`src/hdl/lfp_pkg.sv`:
```
package lfp_pkg;

  // Controller states
  typedef enum logic [4:0] {
    ST_IDLE   = 5'b00001,
    ST_READ   = 5'b00010,
    ST_UPDATE = 5'b00100,
    ST_DIV    = 5'b01000,
    ST_DONE   = 5'b10000
  } state_t;

  // Controller -> datapath
  typedef struct packed {
    logic parse_en;   // a byte is taken this cycle
    logic ring_upd;   // push sample, update sum/fill, load divider
    logic div_step;   // one restoring-divide step
    logic out_load;   // capture the result request
  } cmd_t;

  // Datapath -> controller
  typedef struct packed {
    logic at_last;    // next byte is the frame's checksum byte
    logic frame_ok;   // byte on the input closes a good frame
    logic div_last;   // current divide step is the final one
  } status_t;

  // Register map
  localparam logic REG_FIRST_HDR  = 1'b0;
  localparam logic REG_SECOND_HDR = 1'b1;

  localparam logic [7:0] HDR_RESET = 8'h59;

  localparam int unsigned DATA_W   = 16;
  localparam int unsigned TEMP_W   = 17;
  localparam int unsigned APB_W    = 32;
  localparam int unsigned PADDR_W  = 3;

  // Temperature offset: 256 degC in 1/8 degC units
  localparam logic signed [TEMP_W-1:0] TEMP_OFFSET = 17'sd2048;

endpackage

```
`src/hdl/lfp_regs.sv`:
```
module lfp_regs (
  input  logic                          clk,
  input  logic                          rst_n,
  input  logic                          psel,
  input  logic                          penable,
  input  logic                          pwrite,
  input  logic [lfp_pkg::PADDR_W-1:0]   paddr,
  input  logic [lfp_pkg::APB_W-1:0]     pwdata,
  output logic [lfp_pkg::APB_W-1:0]     prdata,
  output logic                          pready,
  output logic [7:0]                    first_hdr,
  output logic [7:0]                    second_hdr
);

  logic [7:0] first_hdr_r;
  logic [7:0] first_hdr_nxt;
  logic [7:0] second_hdr_r;
  logic [7:0] second_hdr_nxt;
  logic       wr_en;
  logic       reg_sel;

  assign pready  = 1'b1;
  assign wr_en   = psel & penable & pwrite & pready;
  assign reg_sel = paddr[2];

  always_comb begin
    first_hdr_nxt  = first_hdr_r;
    second_hdr_nxt = second_hdr_r;
    if (wr_en) begin
      case (reg_sel)
        lfp_pkg::REG_FIRST_HDR:  first_hdr_nxt  = pwdata[7:0];
        lfp_pkg::REG_SECOND_HDR: second_hdr_nxt = pwdata[7:0];
        default: ;
      endcase
    end
  end

  always_ff @(posedge clk) begin
    if (!rst_n) begin
      first_hdr_r  <= lfp_pkg::HDR_RESET;
      second_hdr_r <= lfp_pkg::HDR_RESET;
    end else begin
      first_hdr_r  <= first_hdr_nxt;
      second_hdr_r <= second_hdr_nxt;
    end
  end

  always_comb begin
    case (reg_sel)
      lfp_pkg::REG_FIRST_HDR:  prdata = {{(lfp_pkg::APB_W-8){1'b0}}, first_hdr_r};
      lfp_pkg::REG_SECOND_HDR: prdata = {{(lfp_pkg::APB_W-8){1'b0}}, second_hdr_r};
      default:                 prdata = '0;
    endcase
  end

  assign first_hdr  = first_hdr_r;
  assign second_hdr = second_hdr_r;

endmodule

```
`src/hdl/lfp_ctrl.sv`:
```
module lfp_ctrl (
  input  logic              clk,
  input  logic              rst_n,
  input  logic              in_valid,
  output logic              in_ready,
  output logic              out_valid,
  input  logic              out_ready,
  input  lfp_pkg::status_t  status,
  output lfp_pkg::cmd_t     cmd
);

  lfp_pkg::state_t state_r;
  lfp_pkg::state_t state_nxt;
  logic            out_valid_r;
  logic            out_valid_nxt;
  logic            in_take;

  // A checksum byte may only be taken once the output slot is free
  assign in_ready = (state_r == lfp_pkg::ST_IDLE) && (!status.at_last || !out_valid_r);
  assign in_take  = in_valid & in_ready;

  always_comb begin
    state_nxt    = state_r;
    cmd.parse_en = 1'b0;
    cmd.ring_upd = 1'b0;
    cmd.div_step = 1'b0;
    cmd.out_load = 1'b0;
    case (state_r)
      lfp_pkg::ST_IDLE: begin
        cmd.parse_en = in_take;
        if (in_take && status.frame_ok) begin
          state_nxt = lfp_pkg::ST_READ;
        end
      end
      lfp_pkg::ST_READ: begin
        state_nxt = lfp_pkg::ST_UPDATE;
      end
      lfp_pkg::ST_UPDATE: begin
        cmd.ring_upd = 1'b1;
        state_nxt    = lfp_pkg::ST_DIV;
      end
      lfp_pkg::ST_DIV: begin
        cmd.div_step = 1'b1;
        if (status.div_last) begin
          state_nxt = lfp_pkg::ST_DONE;
        end
      end
      lfp_pkg::ST_DONE: begin
        cmd.out_load = 1'b1;
        state_nxt    = lfp_pkg::ST_IDLE;
      end
      default: begin
        state_nxt = lfp_pkg::ST_IDLE;
      end
    endcase
  end

  always_comb begin
    out_valid_nxt = out_valid_r;
    if (out_valid_r && out_ready) begin
      out_valid_nxt = 1'b0;
    end
    if (cmd.out_load) begin
      out_valid_nxt = 1'b1;
    end
  end

  always_ff @(posedge clk) begin
    if (!rst_n) begin
      state_r     <= lfp_pkg::ST_IDLE;
      out_valid_r <= 1'b0;
    end else begin
      state_r     <= state_nxt;
      out_valid_r <= out_valid_nxt;
    end
  end

  assign out_valid = out_valid_r;

  // Output slot must be empty when a new result is loaded
  a_load_into_empty: assert property (@(posedge clk) disable iff (!rst_n)
    state_r == lfp_pkg::ST_DONE |-> !out_valid_r)
    else $error("result loaded over a pending one");

  // Good frame runs read then update
  a_read_then_update: assert property (@(posedge clk) disable iff (!rst_n)
    state_r == lfp_pkg::ST_READ |=> state_r == lfp_pkg::ST_UPDATE)
    else $error("ring read not followed by update");

endmodule

```
`src/hdl/lfp_dp.sv`:
```
module lfp_dp #(
  parameter int unsigned FRAME_BYTES   = 9,
  parameter int unsigned AVERAGE_DEPTH = 8
) (
  input  logic                              clk,
  input  logic                              rst_n,
  input  lfp_pkg::cmd_t                     cmd,
  output lfp_pkg::status_t                  status,
  input  logic [7:0]                        first_hdr,
  input  logic [7:0]                        second_hdr,
  input  logic [7:0]                        rx_byte,
  output logic [lfp_pkg::DATA_W-1:0]        distance_average,
  output logic [lfp_pkg::DATA_W-1:0]        distance_raw,
  output logic [lfp_pkg::DATA_W-1:0]        signal_strength,
  output logic signed [lfp_pkg::TEMP_W-1:0] temperature_eighths
);

  localparam int unsigned PW = $clog2(FRAME_BYTES);
  localparam int unsigned IW = (AVERAGE_DEPTH > 1) ? $clog2(AVERAGE_DEPTH) : 1;
  localparam int unsigned CW = $clog2(AVERAGE_DEPTH + 1);
  localparam int unsigned SW = lfp_pkg::DATA_W + CW;
  localparam int unsigned KW = $clog2(SW + 1);
  localparam logic [PW-1:0] POS_LAST = PW'(FRAME_BYTES - 1);
  localparam logic [IW-1:0] IDX_LAST = IW'(AVERAGE_DEPTH - 1);
  localparam logic [CW-1:0] FILL_MAX = CW'(AVERAGE_DEPTH);

  // Frame parser
  logic [PW-1:0] pos_r, pos_nxt;
  logic [7:0]    csum_r, csum_nxt;
  logic          hdr2_ok_r, hdr2_ok_nxt;
  logic [7:0]    fb_r [6];

  // Filter
  logic [lfp_pkg::DATA_W-1:0] ring_mem [AVERAGE_DEPTH];
  logic [lfp_pkg::DATA_W-1:0] ring_rd_r;
  logic [IW-1:0]              idx_r, idx_nxt;
  logic [CW-1:0]              fill_r, fill_nxt;
  logic [SW-1:0]              sum_r, sum_nxt;
  logic [lfp_pkg::DATA_W-1:0] sample;
  logic                       ring_full;

  // Divider
  logic [SW-1:0] quo_r, quo_nxt;
  logic [CW-1:0] rem_r, rem_nxt;
  logic [CW-1:0] dvs_r, dvs_nxt;
  logic [KW-1:0] cnt_r, cnt_nxt;
  logic [CW:0]   trial;
  logic          trial_ge;

  // Result request
  logic [lfp_pkg::DATA_W-1:0]        avg_out_r, dist_out_r, sig_out_r;
  logic signed [lfp_pkg::TEMP_W-1:0] temp_out_r;
  logic signed [lfp_pkg::TEMP_W-1:0] temp_val;

  assign status.at_last  = (pos_r == POS_LAST);
  assign status.frame_ok = (pos_r == POS_LAST) && hdr2_ok_r && (csum_r == rx_byte);
  assign status.div_last = (cnt_r == KW'(1));

  always_comb begin
    pos_nxt     = pos_r;
    csum_nxt    = csum_r;
    hdr2_ok_nxt = hdr2_ok_r;
    if (cmd.parse_en) begin
      if (pos_r == '0) begin
        if (rx_byte == first_hdr) begin
          csum_nxt = rx_byte;
          pos_nxt  = PW'(1);
        end
      end else if (pos_r != POS_LAST) begin
        if (pos_r == PW'(1)) begin
          hdr2_ok_nxt = (rx_byte == second_hdr);
        end
        csum_nxt = csum_r + rx_byte;
        pos_nxt  = pos_r + PW'(1);
      end else begin
        pos_nxt     = '0;
        csum_nxt    = '0;
        hdr2_ok_nxt = 1'b0;
      end
    end
  end

  always_ff @(posedge clk) begin
    if (!rst_n) begin
      pos_r     <= '0;
      csum_r    <= '0;
      hdr2_ok_r <= 1'b0;
    end else begin
      pos_r     <= pos_nxt;
      csum_r    <= csum_nxt;
      hdr2_ok_r <= hdr2_ok_nxt;
    end
  end

  // Field bytes 2..7
  always_ff @(posedge clk) begin
    for (int k = 0; k < 6; k++) begin
      if (cmd.parse_en && pos_r == PW'(k + 2)) begin
        fb_r[k] <= rx_byte;
      end
    end
  end

  assign sample    = {fb_r[1], fb_r[0]};
  assign ring_full = (fill_r == FILL_MAX);
  assign temp_val  = $signed({fb_r[5][7], fb_r[5], fb_r[4]}) - lfp_pkg::TEMP_OFFSET;

  // Ring memory: one write port, one registered read at the write slot
  always_ff @(posedge clk) begin
    if (cmd.ring_upd) begin
      ring_mem[idx_r] <= sample;
    end
    ring_rd_r <= ring_mem[idx_r];
  end

  assign trial    = {rem_r, quo_r[SW-1]};
  assign trial_ge = (trial >= {1'b0, dvs_r});

  always_comb begin
    idx_nxt  = idx_r;
    fill_nxt = fill_r;
    sum_nxt  = sum_r;
    quo_nxt  = quo_r;
    rem_nxt  = rem_r;
    dvs_nxt  = dvs_r;
    cnt_nxt  = cnt_r;
    if (cmd.ring_upd) begin
      if (ring_full) begin
        sum_nxt = sum_r - SW'(ring_rd_r) + SW'(sample);
      end else begin
        sum_nxt  = sum_r + SW'(sample);
        fill_nxt = fill_r + CW'(1);
      end
      idx_nxt = (idx_r == IDX_LAST) ? '0 : idx_r + IW'(1);
      quo_nxt = sum_nxt;
      dvs_nxt = fill_nxt;
      rem_nxt = '0;
      cnt_nxt = KW'(SW);
    end
    if (cmd.div_step) begin
      rem_nxt = trial_ge ? CW'(trial - {1'b0, dvs_r}) : CW'(trial);
      quo_nxt = {quo_r[SW-2:0], trial_ge};
      cnt_nxt = cnt_r - KW'(1);
    end
  end

  always_ff @(posedge clk) begin
    if (!rst_n) begin
      idx_r  <= '0;
      fill_r <= '0;
      sum_r  <= '0;
      cnt_r  <= '0;
    end else begin
      idx_r  <= idx_nxt;
      fill_r <= fill_nxt;
      sum_r  <= sum_nxt;
      cnt_r  <= cnt_nxt;
    end
  end

  always_ff @(posedge clk) begin
    quo_r <= quo_nxt;
    rem_r <= rem_nxt;
    dvs_r <= dvs_nxt;
    if (cmd.out_load) begin
      avg_out_r  <= quo_r[lfp_pkg::DATA_W-1:0];
      dist_out_r <= sample;
      sig_out_r  <= {fb_r[3], fb_r[2]};
      temp_out_r <= temp_val;
    end
  end

  assign distance_average    = avg_out_r;
  assign distance_raw        = dist_out_r;
  assign signal_strength     = sig_out_r;
  assign temperature_eighths = temp_out_r;

  a_fill_bound: assert property (@(posedge clk) disable iff (!rst_n)
    fill_r <= FILL_MAX)
    else $error("fill count beyond ring depth");

  a_idx_bound: assert property (@(posedge clk) disable iff (!rst_n)
    idx_r <= IDX_LAST)
    else $error("ring slot out of range");

  a_div_count: assert property (@(posedge clk) disable iff (!rst_n)
    cmd.div_step |-> cnt_r != '0)
    else $error("divide step with no steps left");

  a_fill_grows: assert property (@(posedge clk) disable iff (!rst_n)
    cmd.ring_upd && !ring_full |=> fill_r == $past(fill_r) + CW'(1))
    else $error("fill count not advanced on push");

endmodule

```
`src/hdl/lidar_frame_parser_moving_average_top.sv`:
```
// Serial sensor frame parser with a moving average on distance. One received
// byte is taken per request on the in_ channel. While hunting, bytes other
// than the first header are dropped; a first header opens a frame of
// FRAME_BYTES bytes whose second byte must match the second header and whose
// last byte must equal the 8-bit sum of all earlier bytes. A good frame
// produces one out_ request: distance, signal strength, temperature in
// 1/8 degC (signed raw word minus 2048) and the distance averaged over the
// last AVERAGE_DEPTH good frames (sum divided by the fill count, truncated).
// A bad frame produces nothing and leaves the filter alone. Rate: one byte
// per cycle while the input is not busy with a good frame. The checksum
// byte of a good frame keeps the input busy through the ring memory read,
// the sum update, the bit-serial restoring divider at one quotient bit per
// cycle, and the output load. Bytes are taken while an earlier result
// waits, except a checksum byte, which waits for the output register to
// drain. Headers are set through the APB port: byte address 0 first header,
// 4 second header, both reset to 0x59. Reset empties the filter.
module lidar_frame_parser_moving_average_top #(
  parameter int unsigned FRAME_BYTES   = 9,
  parameter int unsigned AVERAGE_DEPTH = 8
) (
  input  logic                              clk,
  input  logic                              rst_n,
  // received byte requests
  input  logic                              in_valid,
  output logic                              in_ready,
  input  logic [7:0]                        in_rx_byte,
  // result requests
  output logic                              out_valid,
  input  logic                              out_ready,
  output logic [lfp_pkg::DATA_W-1:0]        out_distance_average,
  output logic [lfp_pkg::DATA_W-1:0]        out_distance_raw,
  output logic [lfp_pkg::DATA_W-1:0]        out_signal_strength,
  output logic signed [lfp_pkg::TEMP_W-1:0] out_temperature_eighths,
  // configuration
  input  logic                              psel,
  input  logic                              penable,
  input  logic                              pwrite,
  input  logic [lfp_pkg::PADDR_W-1:0]       paddr,
  input  logic [lfp_pkg::APB_W-1:0]         pwdata,
  output logic [lfp_pkg::APB_W-1:0]         prdata,
  output logic                              pready
);

  lfp_pkg::cmd_t    cmd;
  lfp_pkg::status_t status;
  logic [7:0]       first_hdr;
  logic [7:0]       second_hdr;

  // Header registers and read-back
  lfp_regs u_regs (
    .clk        (clk),
    .rst_n      (rst_n),
    .psel       (psel),
    .penable    (penable),
    .pwrite     (pwrite),
    .paddr      (paddr),
    .pwdata     (pwdata),
    .prdata     (prdata),
    .pready     (pready),
    .first_hdr  (first_hdr),
    .second_hdr (second_hdr)
  );

  // Sequencer: handshakes and frame-end steps
  lfp_ctrl u_ctrl (
    .clk       (clk),
    .rst_n     (rst_n),
    .in_valid  (in_valid),
    .in_ready  (in_ready),
    .out_valid (out_valid),
    .out_ready (out_ready),
    .status    (status),
    .cmd       (cmd)
  );

  // Parser, ring filter, divider and result registers
  lfp_dp #(
    .FRAME_BYTES   (FRAME_BYTES),
    .AVERAGE_DEPTH (AVERAGE_DEPTH)
  ) u_dp (
    .clk                 (clk),
    .rst_n               (rst_n),
    .cmd                 (cmd),
    .status              (status),
    .first_hdr           (first_hdr),
    .second_hdr          (second_hdr),
    .rx_byte             (in_rx_byte),
    .distance_average    (out_distance_average),
    .distance_raw        (out_distance_raw),
    .signal_strength     (out_signal_strength),
    .temperature_eighths (out_temperature_eighths)
  );

endmodule

```
`config.mk`:
```
export PLATFORM = sky130hd
export DESIGN_NAME = lidar_frame_parser_moving_average_top
export DESIGN_NICKNAME = d
export VERILOG_FILES = /design/src/hdl/lfp_pkg.sv /design/src/hdl/lfp_regs.sv /design/src/hdl/lfp_ctrl.sv /design/src/hdl/lfp_dp.sv /design/src/hdl/lidar_frame_parser_moving_average_top.sv
export SDC_FILE = /design/constraint.sdc
export NUM_CORES = 1
export LEC_CHECK = 0
export ABC_AREA = 1
export ABC_CLOCK_PERIOD_IN_PS = 3800
export BUFFER_PORTS_ARGS = -buffer_cell sky130_fd_sc_hd__buf_4
export CAP_MARGIN = 25
export CORE_ASPECT_RATIO = 1.4
export CORE_UTILIZATION = 40
export DETAILED_ROUTE_END_ITERATION = 8
export MAX_ROUTING_LAYER = met4
export PLACE_DENSITY = 0.63
export RECOVER_POWER = 100
export SKIP_LAST_GASP = 1
export SLEW_MARGIN = 15
export SYNTH_ARGS = -nofsm -noshare
export SYNTH_HDL_FRONTEND = slang
export SYNTH_SLANG_ARGS = --single-unit
export TNS_END_PERCENT = 5
```
`constraint.sdc`:
```
create_clock -name clk -period 3.8 [get_ports clk]
set_input_delay 0.19 -clock clk [delete_from_list [all_inputs] [get_ports clk]]
set_output_delay 0.19 -clock clk [all_outputs]
set_load 0.02 [all_outputs]
```
# Word level (Yosys, flattened, before mapping)
# Memory sizes are Yosys's and may differ from the RTL's. A register that Yosys moved wholly into a read port is not among the register bits.
# Index checks and enable logic that the tools add are counted.
# totals
regBits	144
ramBits	176
in_bits	50
output_inout_bits	100
wordCells	143
n_memories	2
# classes
addsub	10
magnitude_cmp	1
n_eq_ne	24
mux	57
bitwise_logic	5
reduce_logical	27
# memory_table
memory	words	word_bits	rd	rd_ports_with_merged_regs	wr	line_no	rtl
u_dp.ring_mem	8	16	1	1	1	lfp_dp.sv:34	logic [lfp_pkg::DATA_W-1:0] ring_mem [AVERAGE_DEPTH];
u_dp.fb_r	6	8	6	2	1	lfp_dp.sv:31	logic [7:0] fb_r [6];
# op_table
cell	n
8-bit two-way mux	8
32-bit one-hot mux with 2 select lines	1
20-bit two-way mux	3
20-bit by 16-bit adder with 20-bit output	2
8-bit OR reduction	5
4-bit two-way mux	7
1-bit two-way mux	27
8-bit equality test	3
5-bit two-way mux	4
5-bit one-hot mux with 4 select lines	1
20-bit by 16-bit subtractor with 20-bit output	1
3-bit two-way mux	6
16-bit by 13-bit subtractor with 17-bit output, second input constant	1
4-bit by 3-bit equality test with 1-bit output, second input constant	4
1-bit logical AND	11
5-bit by 1-bit equality test with 1-bit output, second input constant	2
4-bit by 1-bit adder with 4-bit output, second input constant	2
8-bit adder	1
4-bit by 2-bit equality test with 1-bit output, second input constant	2
4-bit equality test, second input constant	2
2-bit inequality test, second input constant	4
2-bit AND reduction	4
5-bit by 2-bit equality test with 1-bit output, second input constant	1
5-bit by 3-bit equality test with 1-bit output, second input constant	1
other kinds (16)	21

# Longest topological paths before layout
# logic_depth
ltp_word	15
ltp_mapped	18
ltp_nobuf	18

# Cells and area by module
# From an unflattened synthesis, not the netlist that was laid out.
# unflattened
hier_cells	1740
hier_area_um2	16828.6
# modules_own_cells
module	instances	cells_per_inst	area_each_um2	seq_area_each_um2
lfp_dp	1	1553	15579.9	9298.9
lfp_regs	1	140	922.1	320.3
lfp_ctrl	1	47	326.6	120.1

# Worst setup path before layout
# No wires, ideal clock.
# synth_timing
kind	register to register
from	reg u_ctrl.state_r[0]
to	mem u_dp.ring_mem[6][0] in the netlist's numbering (enable)
setup_ps	430
t_arrival_ps	2543
required_time_ps	3370
slack_ps	826
stages_incl_launch_ff	7
path_buffers	1
period_less_slack_ps	2974
path_cell_list	dfxtp_1 nor2_2 nand2_1 nor3_4 inv_2 buf_2 nor4_1
# synth_via
elab_chain_cells	4
# synth_rtl
item	line_no	rtl
start, declared	lfp_ctrl.sv:12	lfp_pkg::state_t state_r;
start signal, assigned	lfp_ctrl.sv:70	state_r <= lfp_pkg::ST_IDLE;
start signal, assigned	lfp_ctrl.sv:73	state_r <= state_nxt;
5-bit by 3-bit equality test with 1-bit output	lfp_ctrl.sv:28	case (state_r)
1-bit two-way mux	lfp_ctrl.sv:28	
1-bit two-way mux	lfp_dp.sv:110	if (cmd.ring_upd) begin
1-bit two-way mux (implied by the code)	lfp_dp.sv:111	ring_mem[idx_r] <= sample;
end, declared	lfp_dp.sv:34	
# No other way between the ends.

# Final worst setup path
# layout_timing
from	reg u_ctrl.state_r[0]
to	mem u_dp.ring_mem[0][0] in the netlist's numbering (enable)
# Same word-level chain as after synthesis.

==> out/metrics.csv <==
stage;metric;value;unit
timing;measured slew at the worst slew-check pin;2224;ps
clocking;clock root buffer;clkbuf_16;
detailed_routing;top sig layer;met4;
clocking;cts repair resizes;0;
setup_path;worst path arrival time;3530;ps
global_routing;Tot GR Track Use;19.87;%
place;Final Wtd Congestion;0.9262;
synthesis;Mapped Avg Cell Area;10.12;um^2
detailed_routing;DR vias/cell;5.024;
final_layout;Layout area overhead;13.17;%
synthesis;Synth area leaders;edfxtp_1, dfxtp_1, nand2_1;
synthesis;flops & latches, synth;352;
timing;RSZ-0062 raised after global routing;no;
global_routing;largest net degree at the start of global routing;45;
pwr;Clock Power Share;43.3;%
detailed_routing;# DRC;0;
detailed_routing;via count;11741;
synthesis;Async SR Flop Fraction;0;%
die;DIE HEIGHT;242.8;um
timing;final period utilization;88.51;%
global_routing;first-pass GRT wire length;62830;um
setup_path;Critical Path Source Type;flip-flop;
min_path;Hold Path Stages;5;
min_path;Hold/Removal Path Class;in2reg;
global_routing;grt total ovfl;0;
detailed_routing;WL per Instance;17.36;um
timing;min cycle time layout;3363;ps
setup_path;CP Capture Type;flip-flop;
global_routing;initial antenna violation count;0;
status;status;finished with violations;
detailed_routing;M1 WL;16480;um
detailed_routing;met2 routed WL;20500;um
clocking;post-CTS setup repair buffer count;0;
clocking;CTS clk-pin slew, worst paths;70;ps
place;placed cells;2260;
status;failing checks;max-capacitance violations, max-slew violations;
final_layout;n_diodes;0;
die;Die Wd;174.0;um
timing;f_max;297.3;MHz
synthesis;Seq/Total Area, Yosys;58.76;%
setup_path;r2r endpoint;u_dp.ring_mem[0][0]$_DFFE_PP_;
timing;Worst slew margin;-48.24;%
pwr;Net Switching;1775;uW
setup_path;reg-to-reg startpoint;u_ctrl.state_r[0]$_SDFFE_PN1P_;
clocking;Longest Clk Path Bufs;3;
setup_path;critical path type;reg2reg;
final_layout;post-route cell area;0.01876;mm^2
place;Post-DP Area;0.01792;mm^2
timing;Worst Skew;16.98;ps
die;Die Area;0.04226;mm^2
min_path;hold path start;penable;
synthesis;largest area contributor in the netlist;edfxtp_1;
clocking;CTS tree;yes;
synthesis;post-synth top area share;48.74;%
final_layout;share of cells above drive strength 1;5.935;%
setup_path;CP max FO;39;
final_layout;commonest non-fill, non-tap cells in the layout;nand2_1, edfxtp_1, inv_1;
final_layout;most common cell after layout, fill and taps aside;nand2_1;
die;Core ar.;0.04060;mm^2
final_layout;nets@finish;1909;
setup_path;WP data required;3970;ps
synthesis;Synth Instances;1638;
pwr;power per cell area;428.0;mW/mm^2
detailed_routing;drt pass-1 iters;5;
place;post-detail-place hpwl;28280;um
pwr;P_int;6252;uW
final_layout;final core utilization;46.20;%
clocking;cts bufs inserted;35;
pwr;combinational share of power;4.8;%
die;Starting Density;40.82;%
timing;hold slack;190.2;ps
timing;Final TNS setup;0;ps
clocking;post-cts hold buffer count;16;
pwr;switching share of total power;22.11;%
final_layout;Layout Cells excl Fill;2337;
die;Ports;150;
setup_path;reg2reg setup slack;440;ps
synthesis;Cell Area, Synth;0.01657;mm^2
run;max cap viols;3;
detailed_routing;DR WL met3;1852;um
synthesis;Primary FF master, synth;edfxtp_1;
global_routing;vias in the first global route;11649;
final_layout;Filler Cells Inserted;3806;
synthesis;Synth cell types;55;
min_path;Worst Hold End;u_regs.second_hdr[3]$_SDFFE_PN1P_;
pwr;Max VDD drop;0.4063;mV
clocking;clock latency on the worst-skew pair;540;ps
detailed_routing;Routed Antenna Nets;0;
synthesis;synth warn;0;
setup_path;Worst R2R Path Depth;6;
detailed_routing;detailed router's first-iteration violation count;718;
timing;Fin. Hold Viols;0;
clocking;clk sinks;352;
timing;Max Slew Vio Count;85;
timing;Setup Viol. Count Final;0;
pwr;total leakage power;0.007741;uW
place;Port Buffer Count;98;
synthesis;EDFF count, synth;269;
detailed_routing;overall routed net length;40570;um
pwr;Seq pwr share;51.8;%
clocking;H-Tree Depth;2;
die;# rows;87;
## power groups by stage
stage	logic, uW	registers, uW	clock network, uW
after global placement	390	4240	0
after detailed placement	396	4240	0
after CTS	412	4160	3550
after global routing	440	4160	3690
after floorplan	300	4230	0
final	389	4160	3480
## synthesized netlist by cell type, drive strengths merged, types with 5 or more instances
master	n
xor2	15
o2bb2ai	7
fa	19
a21oi	102
edfxtp	269
a31oi	5
clkbuf	14
a211oi	8
buf	46
xnor2	6
nor4	8
o21ai	79
nand2	354
nand3b	8
a22oi	11
a221oi	16
nand3	91
inv	251
dfxtp	83
ha	60
nor3	21
nand4	29
nor2	111
## cells by family (layout without fill, tap and decap cells)
logic type,after synthesis,count (layout),synth area share (%)
xor gates and xnor gates,21,21,1.110
and+or+nand+nor,628,628,16.61
buffers and inverters,312,454,7.897
other,2,25,0.04531
DFF,352,352,58.76
muxes,3,3,0.1812
AOI/OAI and AO/OA,241,241,8.569
adders and majority gates,79,79,6.825
## critical path, cell delays in order (launching register included)
cell and delay [ps]:
dfxtp_1 320, nor2_2 140, nand2_1 70, nor3_1 910, inv_2 650, nor4_1 350
clkbuf_2 520
## state kept, by name (all words and copies together) (netlist names)
register and count:
u_dp.distance_raw 16, u_dp.pos_r 4, u_dp.ring_rd_r 16, u_dp.fb_r 48, u_dp.hdr2_ok_r 1, out_signal_strength 16
u_dp.distance_average 16, u_dp.csum_r 8, u_dp.dvs_r 4, u_dp.temperature_eighths 17, u_dp.ring_mem 128, u_dp.cnt_r 5
u_ctrl.state_r 5, u_dp.rem_r 4, u_regs.first_hdr 8, u_dp.fill_r 4, u_dp.idx_r 3, u_dp.quo_r 20
u_ctrl.out_valid 1, u_dp.sum_r 20, u_regs.second_hdr 8
## per-stage QoR
stage / setup WS [ps] / total power, uW
2_1_floorplan: 826.5 / 4534
3_3_place_gp: 798.1 / 4632
3_5_place_dp: 758.0 / 4639
4_1_cts: 733.0 / 8118
5_1_grt: 227.6 / 8285
6_report: 436.7 / 8027
## area by class of cell
type | instances | area [um^2] | share of cell area, %
timing repair buffer | 142 | 721.9 | 3.849
multi-input combinational | 997 | 5539 | 29.53
clock inverter | 19 | 201.4 | 1.074
inverter | 252 | 947.2 | 5.050
sequential | 352 | 9739 | 51.92
tap | 534 | 668.1 | 3.562
clock buffer | 41 | 939.7 | 5.010
## how the worst max path moves through the flow
stage                                         from                       endpoint  slack (ps)  cells after the start
CTS                      u_dp.fb_r[0][5]$_DFFE_PP_       u_dp.quo_r[14]$_DFFE_PN_         730                     14
detailed placement       u_dp.fb_r[0][5]$_DFFE_PP_       u_dp.quo_r[14]$_DFFE_PN_         760                     14
floorplan           u_ctrl.state_r[0]$_SDFFE_PN1P_  u_dp.ring_mem[6][0]$_DFFE_PP_         830                      6
global placement         u_dp.fb_r[0][5]$_DFFE_PP_       u_dp.quo_r[14]$_DFFE_PN_         800                     14
global route        u_ctrl.state_r[0]$_SDFFE_PN1P_       u_dp.quo_r[10]$_DFFE_PN_         230                      6
finish              u_ctrl.state_r[0]$_SDFFE_PN1P_  u_dp.ring_mem[0][0]$_DFFE_PP_         440                      6
## per-layer routing
metal  global-route usage (%)  up-vias
li1                         -     5763
met1                    22.31     5607
met2                    34.38      281
met3                    3.274       90
met4                    9.211        0
met5                        -        -
Power figures use the tool's default switching activity.
